==> config.mk <==
export PLATFORM = sky130hd
export DESIGN_NAME = class_matched_dispatch_queue_flat
export DESIGN_NICKNAME = d
export VERILOG_FILES = /design/src/rtl/cmdq_pkg.sv /design/src/rtl/cmdq_if.sv /design/src/rtl/cmdq_ram.sv /design/src/rtl/class_matched_dispatch_queue.sv /design/src/flat_wrapper.sv
export SDC_FILE = /design/constraint.sdc
export NUM_CORES = 1
export LEC_CHECK = 0
export BUFFER_PORTS_ARGS = -buffer_cell sky130_fd_sc_hd__buf_4
export CORE_MARGIN = 5
export CORE_UTILIZATION = 55
export DETAILED_ROUTE_END_ITERATION = 7
export PLACE_DENSITY = 0.78
export SETUP_SLACK_MARGIN = 0.5
export SLEW_MARGIN = 25
export SYNTH_ARGS = -nofsm -noshare
export SYNTH_HDL_FRONTEND = slang
export SYNTH_SLANG_ARGS = --single-unit
export TNS_END_PERCENT = 10
==> constraint.sdc <==
create_clock -name clock -period 8.6 [get_ports clock]
set_clock_uncertainty 0.1 [all_clocks]
set_input_delay 0.43 -clock clock [delete_from_list [all_inputs] [get_ports clock]]
set_output_delay 0.43 -clock clock [all_outputs]
set_load 0.05 [all_outputs]
==> src/rtl/cmdq_pkg.sv <==
// Shared types and codes for the class matched dispatch queue.
// No dependencies; used by cmdq_if.sv and class_matched_dispatch_queue.sv.
`default_nettype none

package cmdq_pkg;

   localparam int ID_W     = 32;
   localparam int CLASS_W  = 2;
   localparam int KIND_W   = 2;
   localparam int STATUS_W = 3;
   localparam int MASK_W   = 3;
   localparam int OCC_W    = 5;

   typedef enum logic [KIND_W-1:0] {
      KIND_ENQUEUE  = 2'd0,
      KIND_READY    = 2'd1,
      KIND_DISPATCH = 2'd2,
      KIND_NONE     = 2'd3
   } kind_type;

   typedef enum logic [STATUS_W-1:0] {
      ST_QUEUED      = 3'd0,
      ST_FULL        = 3'd1,
      ST_READY_SET   = 3'd2,
      ST_DISPATCHED  = 3'd3,
      ST_NOT_READY   = 3'd4,
      ST_NO_CUSTOMER = 3'd5
   } status_type;

   localparam logic [CLASS_W-1:0] CLASS_NONE = 2'd3;

   typedef struct packed {
      logic [CLASS_W-1:0] cls;
      logic [ID_W-1:0]    id;
   } entry_type;

endpackage

`default_nettype wire

==> src/rtl/cmdq_if.sv <==
// Request and response channel interfaces (valid/ready) of the dispatch queue.
// Depends on cmdq_pkg for field widths.
`default_nettype none

interface cmdq_req_if;
   logic                            valid;
   logic                            ready;
   logic [cmdq_pkg::KIND_W-1:0]     req_type;
   logic [cmdq_pkg::ID_W-1:0]       customer_id;
   logic [cmdq_pkg::CLASS_W-1:0]    product_class;

   modport source (output valid, req_type, customer_id, product_class, input ready);
   modport sink   (input valid, req_type, customer_id, product_class, output ready);
endinterface

interface cmdq_rsp_if;
   logic                            valid;
   logic                            ready;
   logic [cmdq_pkg::STATUS_W-1:0]   status;
   logic [cmdq_pkg::ID_W-1:0]       served_id;
   logic [cmdq_pkg::CLASS_W-1:0]    served_class;
   logic [cmdq_pkg::MASK_W-1:0]     ready_mask;
   logic [cmdq_pkg::OCC_W-1:0]      occupancy;

   modport source (output valid, status, served_id, served_class, ready_mask, occupancy,
                   input ready);
   modport sink   (input valid, status, served_id, served_class, ready_mask, occupancy,
                   output ready);
endinterface

`default_nettype wire

==> src/rtl/cmdq_ram.sv <==
// Generic single write port, single read port RAM with registered read data.
// No dependencies.
`default_nettype none

module cmdq_ram #(
   parameter int WIDTH = 34,
   parameter int DEPTH = 16,
   localparam int AW   = $clog2(DEPTH)
) (
   input  wire logic             clock,
   input  wire logic             wr_en,
   input  wire logic [AW-1:0]    wr_addr,
   input  wire logic [WIDTH-1:0] wr_data,
   input  wire logic             rd_en,
   input  wire logic [AW-1:0]    rd_addr,
   output logic      [WIDTH-1:0] rd_data
);

   logic [WIDTH-1:0] mem_ff [DEPTH];
   logic [WIDTH-1:0] rd_data_ff;

   always_ff @(posedge clock) begin
      if (wr_en) begin
         mem_ff[wr_addr] <= wr_data;
      end
      if (rd_en) begin
         rd_data_ff <= mem_ff[rd_addr];
      end
   end

   assign rd_data = rd_data_ff;

endmodule

`default_nettype wire

==> src/rtl/class_matched_dispatch_queue.sv <==
// Top level of the class matched dispatch queue: sequencer, tokens, response register.
// Depends on cmdq_pkg, cmdq_if (cmdq_req_if, cmdq_rsp_if) and cmdq_ram.
//
//   channel  dir  fields
//   req      in   req_type, customer_id, product_class
//   rsp      out  status, served_id, served_class, ready_mask, occupancy
//
// Enqueue, ready and not-ready requests pass from accept through S_DECODE to S_REPLY.
// Dispatch walks the entry RAM one read at a time through the class compare and then
// the compaction, which moves each later entry down one slot over the served one.
// Synchronous reset clears state, count, tokens and response valid; RAM contents are not cleared.
// A response waiting on rsp holds; the next request is still accepted meanwhile.
`default_nettype none

module class_matched_dispatch_queue #(
   parameter int QUEUE_DEPTH = 16
) (
   input  wire logic clock,
   input  wire logic reset,
   cmdq_req_if.sink  req,
   cmdq_rsp_if.source rsp
);

   localparam int AW = (QUEUE_DEPTH > 1) ? $clog2(QUEUE_DEPTH) : 1;
   localparam int CW = $clog2(QUEUE_DEPTH + 1);
   localparam int EW = $bits(cmdq_pkg::entry_type);

   typedef enum logic [6:0] {
      S_IDLE    = 7'b0000001,
      S_DECODE  = 7'b0000010,
      S_SCAN_RD = 7'b0000100,
      S_SCAN_CK = 7'b0001000,
      S_MOVE_RD = 7'b0010000,
      S_MOVE_WR = 7'b0100000,
      S_REPLY   = 7'b1000000
   } state_type;

   state_type                          state_ff, state_in;
   logic [CW-1:0]                      count_ff, count_in;
   logic [CW-1:0]                      idx_ff, idx_in;
   logic [cmdq_pkg::MASK_W-1:0]        tokens_ff, tokens_in;
   logic [cmdq_pkg::KIND_W-1:0]        kind_ff, kind_in;
   logic [cmdq_pkg::ID_W-1:0]          id_ff, id_in;
   logic [cmdq_pkg::CLASS_W-1:0]       cls_ff, cls_in;
   cmdq_pkg::status_type               status_ff, status_in;
   logic [cmdq_pkg::ID_W-1:0]          served_ff, served_in;

   logic                               rsp_valid_ff, rsp_valid_in;
   logic [cmdq_pkg::STATUS_W-1:0]      rsp_status_ff, rsp_status_in;
   logic [cmdq_pkg::ID_W-1:0]          rsp_id_ff, rsp_id_in;
   logic [cmdq_pkg::CLASS_W-1:0]       rsp_class_ff, rsp_class_in;
   logic [cmdq_pkg::MASK_W-1:0]        rsp_mask_ff, rsp_mask_in;
   logic [cmdq_pkg::OCC_W-1:0]         rsp_occ_ff, rsp_occ_in;

   logic                               wr_en, rd_en;
   logic [AW-1:0]                      wr_addr, rd_addr;
   cmdq_pkg::entry_type                wr_data, rd_data;
   logic [EW-1:0]                      rd_bits;
   logic [cmdq_pkg::MASK_W-1:0]        tok_bit;
   logic                               class_hit;
   logic [CW-1:0]                      idx_next;
   logic                               req_fire, slot_free;

   cmdq_ram #(
      .WIDTH (EW),
      .DEPTH (QUEUE_DEPTH)
   ) u_ram (
      .clock   (clock),
      .wr_en   (wr_en),
      .wr_addr (wr_addr),
      .wr_data (wr_data),
      .rd_en   (rd_en),
      .rd_addr (rd_addr),
      .rd_data (rd_bits)
   );

   assign rd_data   = cmdq_pkg::entry_type'(rd_bits);
   assign req.ready = (state_ff == S_IDLE);
   assign req_fire  = req.valid && req.ready;
   assign slot_free = !rsp_valid_ff || rsp.ready;
   assign tok_bit   = (cls_ff == cmdq_pkg::CLASS_NONE) ? '0
                      : cmdq_pkg::MASK_W'(3'b001 << cls_ff);
   assign class_hit = (rd_data.cls == cls_ff);
   assign idx_next  = idx_ff + 1'b1;

   always_comb begin
      state_in      = state_ff;
      count_in      = count_ff;
      idx_in        = idx_ff;
      tokens_in     = tokens_ff;
      kind_in       = kind_ff;
      id_in         = id_ff;
      cls_in        = cls_ff;
      status_in     = status_ff;
      served_in     = served_ff;
      rsp_valid_in  = rsp_valid_ff && !rsp.ready;
      rsp_status_in = rsp_status_ff;
      rsp_id_in     = rsp_id_ff;
      rsp_class_in  = rsp_class_ff;
      rsp_mask_in   = rsp_mask_ff;
      rsp_occ_in    = rsp_occ_ff;
      wr_en         = 1'b0;
      wr_addr       = AW'(count_ff);
      wr_data       = '{cls: cls_ff, id: id_ff};
      rd_en         = 1'b0;
      rd_addr       = AW'(idx_ff);

      case (state_ff)
         S_IDLE: begin
            if (req_fire) begin
               kind_in  = req.req_type;
               id_in    = req.customer_id;
               cls_in   = req.product_class;
               state_in = S_DECODE;
            end
         end
         S_DECODE: begin
            served_in = '0;
            state_in  = S_REPLY;
            case (kind_ff)
               cmdq_pkg::KIND_ENQUEUE: begin
                  if (count_ff == CW'(QUEUE_DEPTH)) begin
                     status_in = cmdq_pkg::ST_FULL;
                  end else begin
                     wr_en     = 1'b1;
                     count_in  = count_ff + 1'b1;
                     status_in = cmdq_pkg::ST_QUEUED;
                  end
               end
               cmdq_pkg::KIND_READY: begin
                  tokens_in = tokens_ff | tok_bit;
                  status_in = cmdq_pkg::ST_READY_SET;
               end
               cmdq_pkg::KIND_DISPATCH: begin
                  if ((tokens_ff & tok_bit) == '0) begin
                     status_in = cmdq_pkg::ST_NOT_READY;
                  end else begin
                     tokens_in = tokens_ff & ~tok_bit;
                     idx_in    = '0;
                     if (count_ff == '0) begin
                        status_in = cmdq_pkg::ST_NO_CUSTOMER;
                     end else begin
                        state_in = S_SCAN_RD;
                     end
                  end
               end
               default: begin
                  state_in = S_IDLE;
               end
            endcase
         end
         S_SCAN_RD: begin
            rd_en    = 1'b1;
            state_in = S_SCAN_CK;
         end
         S_SCAN_CK: begin
            idx_in = idx_next;
            if (class_hit) begin
               served_in = rd_data.id;
               state_in  = S_MOVE_RD;
            end else if (idx_next == count_ff) begin
               status_in = cmdq_pkg::ST_NO_CUSTOMER;
               state_in  = S_REPLY;
            end else begin
               state_in = S_SCAN_RD;
            end
         end
         S_MOVE_RD: begin
            if (idx_ff == count_ff) begin
               count_in  = count_ff - 1'b1;
               status_in = cmdq_pkg::ST_DISPATCHED;
               state_in  = S_REPLY;
            end else begin
               rd_en    = 1'b1;
               state_in = S_MOVE_WR;
            end
         end
         S_MOVE_WR: begin
            wr_en    = 1'b1;
            wr_addr  = AW'(idx_ff - 1'b1);
            wr_data  = rd_data;
            idx_in   = idx_next;
            state_in = S_MOVE_RD;
         end
         S_REPLY: begin
            if (slot_free) begin
               rsp_valid_in  = 1'b1;
               rsp_status_in = status_ff;
               rsp_id_in     = served_ff;
               rsp_class_in  = cls_ff;
               rsp_mask_in   = tokens_ff;
               rsp_occ_in    = cmdq_pkg::OCC_W'(count_ff);
               state_in      = S_IDLE;
            end
         end
         default: begin
            state_in = S_IDLE;
         end
      endcase
   end

   always_ff @(posedge clock) begin
      if (reset) begin
         state_ff     <= S_IDLE;
         count_ff     <= '0;
         tokens_ff    <= '0;
         rsp_valid_ff <= 1'b0;
      end else begin
         state_ff     <= state_in;
         count_ff     <= count_in;
         tokens_ff    <= tokens_in;
         rsp_valid_ff <= rsp_valid_in;
      end
   end

   always_ff @(posedge clock) begin
      idx_ff        <= idx_in;
      kind_ff       <= kind_in;
      id_ff         <= id_in;
      cls_ff        <= cls_in;
      status_ff     <= status_in;
      served_ff     <= served_in;
      rsp_status_ff <= rsp_status_in;
      rsp_id_ff     <= rsp_id_in;
      rsp_class_ff  <= rsp_class_in;
      rsp_mask_ff   <= rsp_mask_in;
      rsp_occ_ff    <= rsp_occ_in;
   end

   assign rsp.valid        = rsp_valid_ff;
   assign rsp.status       = rsp_status_ff;
   assign rsp.served_id    = rsp_id_ff;
   assign rsp.served_class = rsp_class_ff;
   assign rsp.ready_mask   = rsp_mask_ff;
   assign rsp.occupancy    = rsp_occ_ff;

endmodule

`default_nettype wire
==> src/flat_wrapper.sv <==
// flat-port wrapper written by rule: the top's interface ports become plain ports
module class_matched_dispatch_queue_flat 
#(
   parameter int QUEUE_DEPTH = 16
)
  (clock, reset, req_valid, req_req_type, req_customer_id, req_product_class, req_ready, rsp_valid, rsp_status, rsp_served_id, rsp_served_class, rsp_ready_mask, rsp_occupancy, rsp_ready);
  cmdq_req_if req_i ();
  cmdq_rsp_if rsp_i ();
  input  wire logic clock;
  input  wire logic reset;
  input wire logic [$bits(req_i.valid)-1:0] req_valid;
  input wire logic [$bits(req_i.req_type)-1:0] req_req_type;
  input wire logic [$bits(req_i.customer_id)-1:0] req_customer_id;
  input wire logic [$bits(req_i.product_class)-1:0] req_product_class;
  output wire logic [$bits(req_i.ready)-1:0] req_ready;
  output wire logic [$bits(rsp_i.valid)-1:0] rsp_valid;
  output wire logic [$bits(rsp_i.status)-1:0] rsp_status;
  output wire logic [$bits(rsp_i.served_id)-1:0] rsp_served_id;
  output wire logic [$bits(rsp_i.served_class)-1:0] rsp_served_class;
  output wire logic [$bits(rsp_i.ready_mask)-1:0] rsp_ready_mask;
  output wire logic [$bits(rsp_i.occupancy)-1:0] rsp_occupancy;
  input wire logic [$bits(rsp_i.ready)-1:0] rsp_ready;
  assign req_i.valid = req_valid;
  assign req_i.req_type = req_req_type;
  assign req_i.customer_id = req_customer_id;
  assign req_i.product_class = req_product_class;
  assign req_ready = req_i.ready;
  assign rsp_valid = rsp_i.valid;
  assign rsp_status = rsp_i.status;
  assign rsp_served_id = rsp_i.served_id;
  assign rsp_served_class = rsp_i.served_class;
  assign rsp_ready_mask = rsp_i.ready_mask;
  assign rsp_occupancy = rsp_i.occupancy;
  assign rsp_i.ready = rsp_ready;
  class_matched_dispatch_queue #(.QUEUE_DEPTH(QUEUE_DEPTH)) u_core (.clock(clock), .reset(reset), .req(req_i), .rsp(rsp_i));
endmodule
* After elaboration in Yosys (flattened, before gate mapping)
Memory sizes are Yosys's and may differ from the RTL's. A register that Yosys moved wholly into a read port is not among the register bits.
Cells that the tools add are included.
** Word-level totals
- Memory bits (writable) :: 544
- Logic and storage cells :: 115
- Register bits after elaboration :: 137
- Memories kept :: 1
** Cells by class
- Reductions and logical operators :: 23
- Bitwise gates (word level) :: 4
- Multiplexer cells :: 40
- $add $sub $neg :: 4
- Equality and inequality tests :: 27
- Shifts and indexed selects :: 1
** Memory list
- u_core.u_ram.mem_ff :: words 16, width 34, rd ports 1, clocked after Yosys merged registers in 1, write ports 1, line cmdq_ram.sv:19 : logic [WIDTH-1:0] mem_ff [DEPTH];
** Operator list (number)
- $pmux W32 S2 :: 1
- $mux W7 :: 7
- $pmux W7 S7 :: 1
- $mux W34 :: 1
- $mux W32 :: 1
- $mux W5 :: 5
- $mux W3 :: 7
- $pmux W5 S2 :: 2
- $pmux W3 S3 :: 2
- $pmux W7 S2 :: 1
- $ne A2 B2 Y1 const B :: 6
- $add A5 B1 Y5 const B :: 2
- $eq A5 B5 Y1 :: 2
- $ne A2 B1 Y1 const B :: 5
- $mux W1 :: 8
- $reduce_and A2 Y1 :: 4
- $reduce_bool A2 Y1 :: 4
- $eq A7 B1 Y1 const B :: 1
- $eq A7 B2 Y1 const B :: 1
- $eq A7 B3 Y1 const B :: 1
- $eq A7 B4 Y1 const B :: 1
- $eq A7 B5 Y1 const B :: 1
- $eq A7 B6 Y1 const B :: 1
- $eq A7 B7 Y1 const B :: 1
- other kinds (26) :: 33

* Logic depth before layout (Yosys ltp)
Gate-level depths: netlist (run 1).
- Word-level depth :: 7
- Mapped depth :: 10
- Mapped depth without buffers :: 9

* Modules after synthesis
From an unflattened synthesis (run 1), not the netlist that was laid out.
** Unflattened totals
- Cell total of the unflattened synthesis :: 1259
- Area, all modules :: 27038.4 µm²
** By module, submodules not included
- cmdq_ram :: area an instance 21416.8 µm², cells an instance 888, times used 1, sequential area each 17356.6 µm²
- class_matched_dispatch_queue :: area an instance 5621.6 µm², cells an instance 371, times used 1, sequential area each 3953.8 µm²

* Worst setup path after synthesis (run 1)
Ideal clock, no wire load.
- Path type :: register to register
- Start point :: reg u_core.state_ff[4]
- End point :: reg u_core.cls_ff[0] (netlist bit), enable pin
- Path buffers :: 2
- Slack :: 4530 ps
- Arrival :: 3573 ps
- Cell stages (with the launch flop) :: 6
- Cell sequence :: dfxtp_1 clkbuf_2 or3_1 clkbuf_1 nor4_1 and2_1
** On the way
- Longest elaborated chain between the ends :: 3
** Ends and longest elaborated chain
- start: declaration :: line class_matched_dispatch_queue.sv:38 : state_type state_ff, state_in;
- start signal: assignment :: line class_matched_dispatch_queue.sv:209 : state_ff <= state_in;
- $eq A7 B1 Y1 (*) :: line class_matched_dispatch_queue.sv:78 : assign req.ready = (state_ff == S_IDLE);
- via req_ready :: line flat_wrapper.sv:15 : output wire logic [$bits(req_i.ready)-1:0] req_ready;
- $logic_and A1 B1 Y1 :: line class_matched_dispatch_queue.sv:79 : assign req_fire = req.valid && req.ready;
- $reduce_and A2 Y1 (no line) (*)
- end signal: assignment :: line class_matched_dispatch_queue.sv:220 : cls_ff <= cls_in;
- end: declaration :: line class_matched_dispatch_queue.sv:44 : logic [cmdq_pkg::CLASS_W-1:0] cls_ff, cls_in;
The timed path passes the listed nets; every way through them passes the cells marked *.
A chain may end at the register's enable or synchronous reset.

* Worst setup path in the final report (run 1)
- Start point :: reg u_core.idx_ff[0]
- End point :: mem u_core.u_ram.mem_ff[2][26], enable pin
** On the way
- Longest elaborated chain between the ends :: 2
** Ends and longest elaborated chain
- start: declaration :: line class_matched_dispatch_queue.sv:40 : logic [CW-1:0] idx_ff, idx_in;
- start signal: assignment :: line class_matched_dispatch_queue.sv:217 : idx_ff <= idx_in;
- $sub A4 B1 Y4 :: line class_matched_dispatch_queue.sv:180 : wr_addr = AW'(idx_ff - 1'b1);
- $mux W4 :: line class_matched_dispatch_queue.sv:108 : case (state_ff)
- end: declaration :: line cmdq_ram.sv:19
No other way between the ends.

==> metrics.md, run 1 <==
| Metric | Value |
|---|---|
| Effective utilization at floorplan | `0.558` |
| Port Buf Inserts | `86` |
| Share of final-layout standard cells stronger than drive strength 1 | `0.281` |
| Detail Route Antenna Nets | `0` |
| Cell at the slowest stage of the critical path | `sky130_fd_sc_hd__a22oi_1` |
| Critical path startpoint category | `flop` |
| M1 WL | `23800 um` |
| Met2 WL | `29700 um` |
| Share of the clock period used by the worst path | `0.484` |
| Highest metal layer with signal wires | `met5` |
| Clock share of power | `0.420` |
| Setup repair after global routing missed its margin | `no` |
| Leak Pwr | `10.4 nW` |
| Worst Max-Slew Pin Slew | `1.12 ns` |
| Top FF cell, synth | `sky130_fd_sc_hd__edfxtp_1` |
| Maximum number of buffers from clock root to sink | `3` |
| Net load switching power | `0.00138 W` |
| First-pass GRT wire length | `92300 um` |
| DR WL/cell | `29.0 um` |
| Clock period minus worst slack | `4.16 ns` |
| Top fanout value on the critical path | `106` |
| Total negative setup slack | `0 ns` |
| Post-DP HPWL | `35800 um` |
| CTS tree | `yes` |
| Switching part of the total power | `0.199` |
| Critical-path cell list | `buf_4 > buf_12 > nor3_1 > xor2_1 > nor2_1 > a22oi_1 > nor2_4 > buf_16` |
| Clock Root Buffer | `sky130_fd_sc_hd__clkbuf_16` |
| Endpoint required time on the critical path | `8.84 ns` |
| Total internal power | `0.00554 W` |
| Unique masters post-synth | `58` |
| Final global-route overflow total | `0` |
| Total count of hold-check failures in the final report | `0` |
| Pre-Repair DR Iteration Count | `6` |
| Final Net Count | `1483` |
| CP delay by family, top | `buffers and inverters` |
| Top Ports | `87` |
| Warnings, synthesis | `0` |
| DIE AREA | `0.0544 sq mm` |
| Total standard cell area after synthesis | `0.0274 sq mm` |
| Non-filler instance count after layout | `2152` |
| Combined buffer and inverter count along the critical path | `3` |
| Peak per-stage delay on the critical path | `0.89 ns` |
| Number of buffers added by the clock tree synthesis step | `70` |
| Maxcap violations | `0` |
| Number of pins with negative max-slew slack in the final report | `0` |
| Total Wirelength | `62300 um` |
| Average cell area after synthesis | `21.5 sq um` |
| Worst endpoint data arrival time | `4.40 ns` |
| Routability congestion estimate | `0.902` |
| Site Rows | `81` |
| Vias in the first global route | `13700` |
| Area growth from synthesis to layout | `15.5%` |
| Routed via count | `13500` |
| Largest net degree at the start of global routing | `141` |
| Result of the run | `completed` |
| Routed length on met3 | `7550 um` |
| Core Util, Final | `0.645` |
| Global routing usage summed across all routing layers | `0.235` |
| Kind of capture point of the worst setup path | `flop` |
| Horizontal die dimension | `233 um` |
| Critical setup path kind | `flop to flop` |
| Register share of total power | `0.559` |
| Overall die height | `233 um` |
| Sequential fraction of the synthesis area | `0.778` |
| Synthesized instance count | `1276` |
| Clock slew at the register clock pins of the worst setup and hold paths | `0.06 ns` |
| Maximum clock frequency | `240 MHz` |
| Setup Fix Bufs, Post-CTS | `0` |
| Initial antenna violation count | `3` |
| Number of enable flip-flop cells after synthesis | `699` |
| Placeable core region | `0.0491 sq mm` |
| Count of endpoints failing setup in the final report | `0` |
| Max-slew headroom | `0.250` |
| CTS HTree Levels | `3` |
| Syn_nets | `1326` |
| Number of synthesized register bits | `715` |
| Drt first-iter violations | `1751` |
| Vias per Instance | `6.25` |
| Maximum VDD drop | `140 uV` |
| Drc violations | `0` |
| Pwr per Cell Area | `219 mW/mm^2` |
| Cell count after placement | `1987` |
| Class of the most critical hold timing path | `primary input to flop` |
| Part of the total power dissipated in combinational logic | `0.021` |
| Clock Sinks | `715` |
| Ys async rst share | `0` |
| Insertion delay to the later sink of the worst-skew pair | `0.60 ns` |
==> registers in the layout, summed over array words and instances (netlist names), 7 cells and up, named ones only <==
register and flops:
u_core.state_ff 7, u_core.rsp.served_id 32, u_core.u_ram.rd_data 34, u_core.id_ff 32
u_core.u_ram.mem_ff 544, u_core.served_ff 32
==> final timing paths <==
path,slack [ns],cells after the start,startpoint,end
max,4.44,8,u_core.idx_ff[0],u_core.u_ram.mem_ff[2][26]
min,0.06,2,reset,u_core.state_ff[1]
max reg2reg,4.44,8,u_core.idx_ff[0],u_core.u_ram.mem_ff[2][26]
min reg2reg,0.32,0,u_core.status_ff[0],u_core.rsp.status[0]
==> per-stage QoR <==
step	worst slack (ns)	cell area, sq um	hold slack, ns	total power (W)
finish	4.44	31600	0.0648	0.00692
detailed placement	4.54	29100	0.305	0.00407
floorplan	4.53	27400	0.300	0.00400
CTS	4.44	31600	0.0287	0.00696
global route	4.09	31600	0.0566	0.00713
global placement	4.58	28800	0.303	0.00406
==> layout make-up <==
type | instances | area (sq um)
well taps | 664 | 831
clock inverters | 41 | 284
inverters | 12 | 47.5
multi-input cells | 483 | 5820
repair buffers | 151 | 1460
clock buffers | 85 | 1870
diodes | 1 | 2.50
flip-flops and latches | 715 | 21300
fillers | 3120 | 17400
==> layout by cell type (no fill, tap or decap), drive strengths merged, types with 12 or more instances in the layout <==
cell	instances
mux4	170
buf	115
clkbuf	85
dfxtp	16
and3	35
clkinv	31
edfxtp	699
inv	16
xnor2	12
nor2	45
a21oi	13
nand2	112
dlygate4sd3	36
==> cells by family after synthesis <==
family	Yosys count	synth area share
compound gates	42	0.0107
xor+xnor	22	0.00704
fa+ha+maj	10	0.00484
buf+inv	78	0.0150
flops	715	0.778
mux	178	0.143
simple gates	231	0.0414
==> worst reg2reg max path: cells and delay by family, from the launching register on <==
kind	cells	cell delay, ns
AOI/OAI and AO/OA	1	0.89
xor gates and xnor gates	1	0.29
buffers and inverters	3	1.53
DFF	1	0.35
and+or+nand+nor	3	0.72
==> synth_stat cells, types with 2 or more instances <==
library cell                count  area share
sky130_fd_sc_hd__clkbuf_1      23      0.0032
sky130_fd_sc_hd__a31oi_1        2     0.00046
sky130_fd_sc_hd__mux2i_1        7      0.0026
sky130_fd_sc_hd__o2111ai_1      2     0.00064
sky130_fd_sc_hd__inv_1         11      0.0015
sky130_fd_sc_hd__a211oi_1       5      0.0014
sky130_fd_sc_hd__nor4_1         3     0.00069
sky130_fd_sc_hd__ha_1           9      0.0041
sky130_fd_sc_hd__xnor2_1       12      0.0038
sky130_fd_sc_hd__nand2_1      112       0.015
sky130_fd_sc_hd__buf_2         20      0.0037
sky130_fd_sc_hd__a311oi_1       2     0.00064
sky130_fd_sc_hd__mux4_2       170        0.14
sky130_fd_sc_hd__dfxtp_1       16       0.012
sky130_fd_sc_hd__a21oi_1       13      0.0024
sky130_fd_sc_hd__nand3_1       10      0.0018
sky130_fd_sc_hd__buf_6         11      0.0045
sky130_fd_sc_hd__nor2_1        45      0.0062
sky130_fd_sc_hd__buf_1          9      0.0012
sky130_fd_sc_hd__and3_1        34      0.0078
sky130_fd_sc_hd__buf_4          2     0.00055
sky130_fd_sc_hd__nor2b_1        3     0.00069
sky130_fd_sc_hd__edfxtp_1     699        0.77
sky130_fd_sc_hd__a22oi_1        2     0.00055
sky130_fd_sc_hd__and2_1         3     0.00069
sky130_fd_sc_hd__nor4b_2        2      0.0011
sky130_fd_sc_hd__nor3_1         3     0.00055
sky130_fd_sc_hd__o21ai_0        7      0.0013
sky130_fd_sc_hd__xor2_1        10      0.0032
==> power groups by stage <==
stage          Sequential (W)  Clock [W]  Combinational [W]
6_report              0.00387    0.00290           0.000146
5_1_grt               0.00387    0.00311           0.000157
4_1_cts               0.00387    0.00295           0.000145
3_5_place_dp          0.00394          0           0.000129
3_3_place_gp          0.00394          0           0.000121
2_1_floorplan         0.00394          0          0.0000660
==> layer usage <==
layer | vias to the layer above | global-route usage
met5 | - | 0
met4 | 2 | 0.0563
met3 | 103 | 0.0701
met2 | 824 | 0.363
met1 | 6994 | 0.338
li1 | 5537 | -
==> what timing repair did <==
item	4_1_cts	5_1_grt
setup endpoints to repair	0	0
gates resized for setup	0	0
hold buffers	36	0
endpoints found under the hold margin	36	0
Note: power is estimated with default switching activity, not from simulation.
==> inputs of run 2 (changes only) <==
==> constraint.sdc (replaced) <==
create_clock -name clock -period 3.9 [get_ports clock]
set_clock_uncertainty 0.1 [all_clocks]
set_input_delay 0.195 -clock clock [delete_from_list [all_inputs] [get_ports clock]]
set_output_delay 0.195 -clock clock [all_outputs]
set_load 0.05 [all_outputs]
==> run 2 against run 1 <==
Compared with the run above: global-route usage shrank 1.1 points; non-clock buffer count grew 15; die area is the same; register-to-register slack lost 3.8 ns; routed wire length shrank 4.2%; sequential power grew 120%; critical path depth shrank 2; clock power grew 120%; setup slack lost 3.8 ns; via count shrank 1.4%; largest cell class unchanged; highest routed layer is now met4.
==> metrics.md, run 2 (same netlist as run 1, synthesis figures left out) <==
| Metric | Value |
|---|---|
| Total power | `0.0153 W (+120%)` |
| First-pass GRT wire length | `89400 um (-3.1%)` |
| Final Instance Area | `0.0317 sq mm (+0.21%)` |
| Register with the highest flop count | `u_core.u_ram.mem_ff` |
| Switching part of the total power | `0.198 (-0.000895)` |
| Diode count | `0 (-1)` |
| Part of the total power dissipated in combinational logic | `0.020 (about the same)` |
| Max-slew headroom | `0.312 (+0.0615)` |
| Core Util, Final | `0.646 (+0.00133)` |
| Most common cell after layout, fill and taps aside | `sky130_fd_sc_hd__edfxtp_1` |
| Final global-route overflow total | `0 (unchanged)` |
| Drc violations | `0 (unchanged)` |
| Pwr per Cell Area | `481 mW/mm^2 (+120%)` |
| Worst Hold Depth | `2 (unchanged)` |
| Hold Path End | `u_core.id_ff[19]` |
| Routed via count | `13300 (-1.4%)` |
| Routability congestion estimate | `0.795 (-12%)` |
| Final Net Count | `1500 (+1.1%)` |
| Total internal power | `0.0122 W (+120%)` |
| Worst R2R Path Depth | `6 (-2)` |
| Setup repair after global routing missed its margin | `no` |
| Overall die height | `233 um (unchanged)` |
| Final hold slack | `0.210 ns (+0.145 ns)` |
| Most frequent cells in the layout | `sky130_fd_sc_hd__edfxtp_1 (699), sky130_fd_sc_hd__mux4_2 (170), sky130_fd_sc_hd__buf_4 (115)` |
| Startpoint of the worst-slack reg-to-reg timing path | `u_core.state_ff[0]` |
| Critical setup path kind | `flop to flop` |
| FF-to-FF End | `u_core.u_ram.mem_ff[2][25]` |
| Class of the most critical hold timing path | `primary input to flop` |
| CTS tree | `yes` |
| DIE AREA | `0.0544 sq mm (unchanged)` |
| Share of the clock period used by the worst path | `0.832 (+0.348)` |
| Beginning of the worst hold path | `req_customer_id[19]` |
| Maximum clock frequency | `308 MHz (+28%)` |
| Number of buffers added by the clock tree synthesis step | `72 (+2.9%)` |
| Register share of total power | `0.559 (about the same)` |
| Critical path startpoint category | `flop` |
| Total negative setup slack | `0 ns (unchanged)` |
| Total count of hold-check failures in the final report | `0 (unchanged)` |
| Post-DP HPWL | `31900 um (-11%)` |
| Worst endpoint data arrival time | `3.38 ns (-1.02 ns)` |
| Worst setup slack for register-to-register paths | `0.65 ns (-3.78 ns)` |
| Leak Pwr | `10.5 nW (+0.60%)` |
| Area growth from synthesis to layout | `15.7%` |
| Vias per Instance | `6.12 (-2.1%)` |
| Insertion delay to the later sink of the worst-skew pair | `0.60 ns (about the same)` |
| Maximum number of buffers from clock root to sink | `3 (unchanged)` |
| Placeable core region | `0.0491 sq mm (unchanged)` |
| Worst Max-Slew Pin Slew | `1.03 ns (-0.0971 ns)` |
| CTS HTree Levels | `3 (unchanged)` |
| Area post-placement | `0.0291 sq mm (+0.19%)` |
| Clock share of power | `0.421 (about the same)` |
| Kind of capture point of the worst setup path | `flop` |
| Drt first-iter violations | `1441 (-18%)` |
| Top Ports | `87 (unchanged)` |
| DR WL/cell | `27.5 um (-4.9%)` |
| Clock Root Buffer | `sky130_fd_sc_hd__clkbuf_16` |
| Count of endpoints failing setup in the final report | `0 (unchanged)` |
| Flip-flop count of the largest register, all copies and words added | `544 (unchanged)` |
| Maximum VDD drop | `295 uV (+110%)` |
| Number of pins with negative max-slew slack in the final report | `0 (unchanged)` |
| Clock slew at the register clock pins of the worst setup and hold paths | `0.06 ns (about the same)` |
| Detail Route Antenna Nets | `0 (unchanged)` |
| Vias in the first global route | `13900 (+1.3%)` |
| Result of the run | `completed` |
| Endpoint required time on the critical path | `4.03 ns (-4.81 ns)` |
| Global routing usage summed across all routing layers | `0.224 (-0.0108)` |
| Site Rows | `81 (unchanged)` |
| Clock period minus worst slack | `3.25 ns (-0.917 ns)` |
| Horizontal die dimension | `233 um (unchanged)` |
| Net load switching power | `0.00302 W (+120%)` |
| Initial antenna violation count | `0 (-3)` |
| Clock Sinks | `715 (unchanged)` |
| Share of final-layout standard cells stronger than drive strength 1 | `0.287 (+0.00613)` |
| Port Buf Inserts | `86 (unchanged)` |
| Maxcap violations | `0 (unchanged)` |
| Top fanout value on the critical path | `34 (-68%)` |
| Effective utilization at floorplan | `0.558 (unchanged)` |
| Largest net degree at the start of global routing | `137 (-2.8%)` |
| Total Wirelength | `59700 um (-4.2%)` |
| Pre-Repair DR Iteration Count | `5 (-1)` |
[run 2: how the worst max path moves through the flow]
stage,startpoint,endpoint,cells past startpoint
2_1_floorplan,u_core.idx_ff[1],u_core.u_ram.mem_ff[0][0],9
3_3_place_gp,u_core.state_ff[0],u_core.u_ram.mem_ff[2][18],6
3_5_place_dp,u_core.state_ff[0],u_core.u_ram.mem_ff[2][25],6
4_1_cts,u_core.state_ff[0],u_core.u_ram.mem_ff[2][32],6
5_1_grt,u_core.state_ff[0],u_core.u_ram.mem_ff[2][25],6
6_report,u_core.state_ff[0],u_core.u_ram.mem_ff[2][25],6
[run 2: per-layer routing]
layer / vias to the layer above / share of wire / track usage
met3: 110 / 0.083 / 0.0459
met4: 0 / 0.022 / 0.0572
met2: 696 / 0.51 / 0.374
li1: 5565 / - / -
met5: - / 0 / 0
met1: 6899 / 0.39 / 0.308
[run 2: stage by stage]
| stage | std cells | worst slack, ns |
|---|---|---|
| 2_1_floorplan | 1276 | 0.147 |
| 3_3_place_gp | 2001 | 0.658 |
| 3_5_place_dp | 2001 | 0.563 |
| 4_1_cts | 2168 | 0.508 |
| 5_1_grt | 2168 | 0.524 |
| 6_report | 2168 | 0.654 |
[run 2: final cells by class]
class / instances / area [sq um]
Sequential cell: 715 / 21300
Fill cell: 3142 / 17400
Multi-Input combinational cell: 483 / 5830
Clock buffer: 98 / 1980
Timing Repair Buffer: 166 / 1490
Tap cell: 664 / 831
Clock inverter: 30 / 196
Inverter: 12 / 47.5
[run 2: what timing repair did]
action	CTS	global route
endpoints found under the setup margin	0	103
setup buffers	0	0
hold buffers	39	0
resized for setup	0	1
hold endpoints to repair	52	0
[run 2: power by group through the flow]
stage	Clock (W)	Combinational (W)	Sequential, W
after floorplan	0	0.000147	0.00868
after global placement	0	0.000250	0.00869
after detailed placement	0	0.000268	0.00869
after CTS	0.00652	0.000304	0.00853
after global routing	0.00686	0.000330	0.00853
final	0.00643	0.000304	0.00853
[run 2: critical path, cell delays in order (launching register included)]
cell and delay [ns]:
sky130_fd_sc_hd__dfxtp_1 0.44, sky130_fd_sc_hd__nor4_4 0.44, sky130_fd_sc_hd__and4bb_4 0.51, sky130_fd_sc_hd__mux2i_1 0.32, sky130_fd_sc_hd__nand3_1 0.39, sky130_fd_sc_hd__nor2_4 0.19, sky130_fd_sc_hd__buf_4 0.47
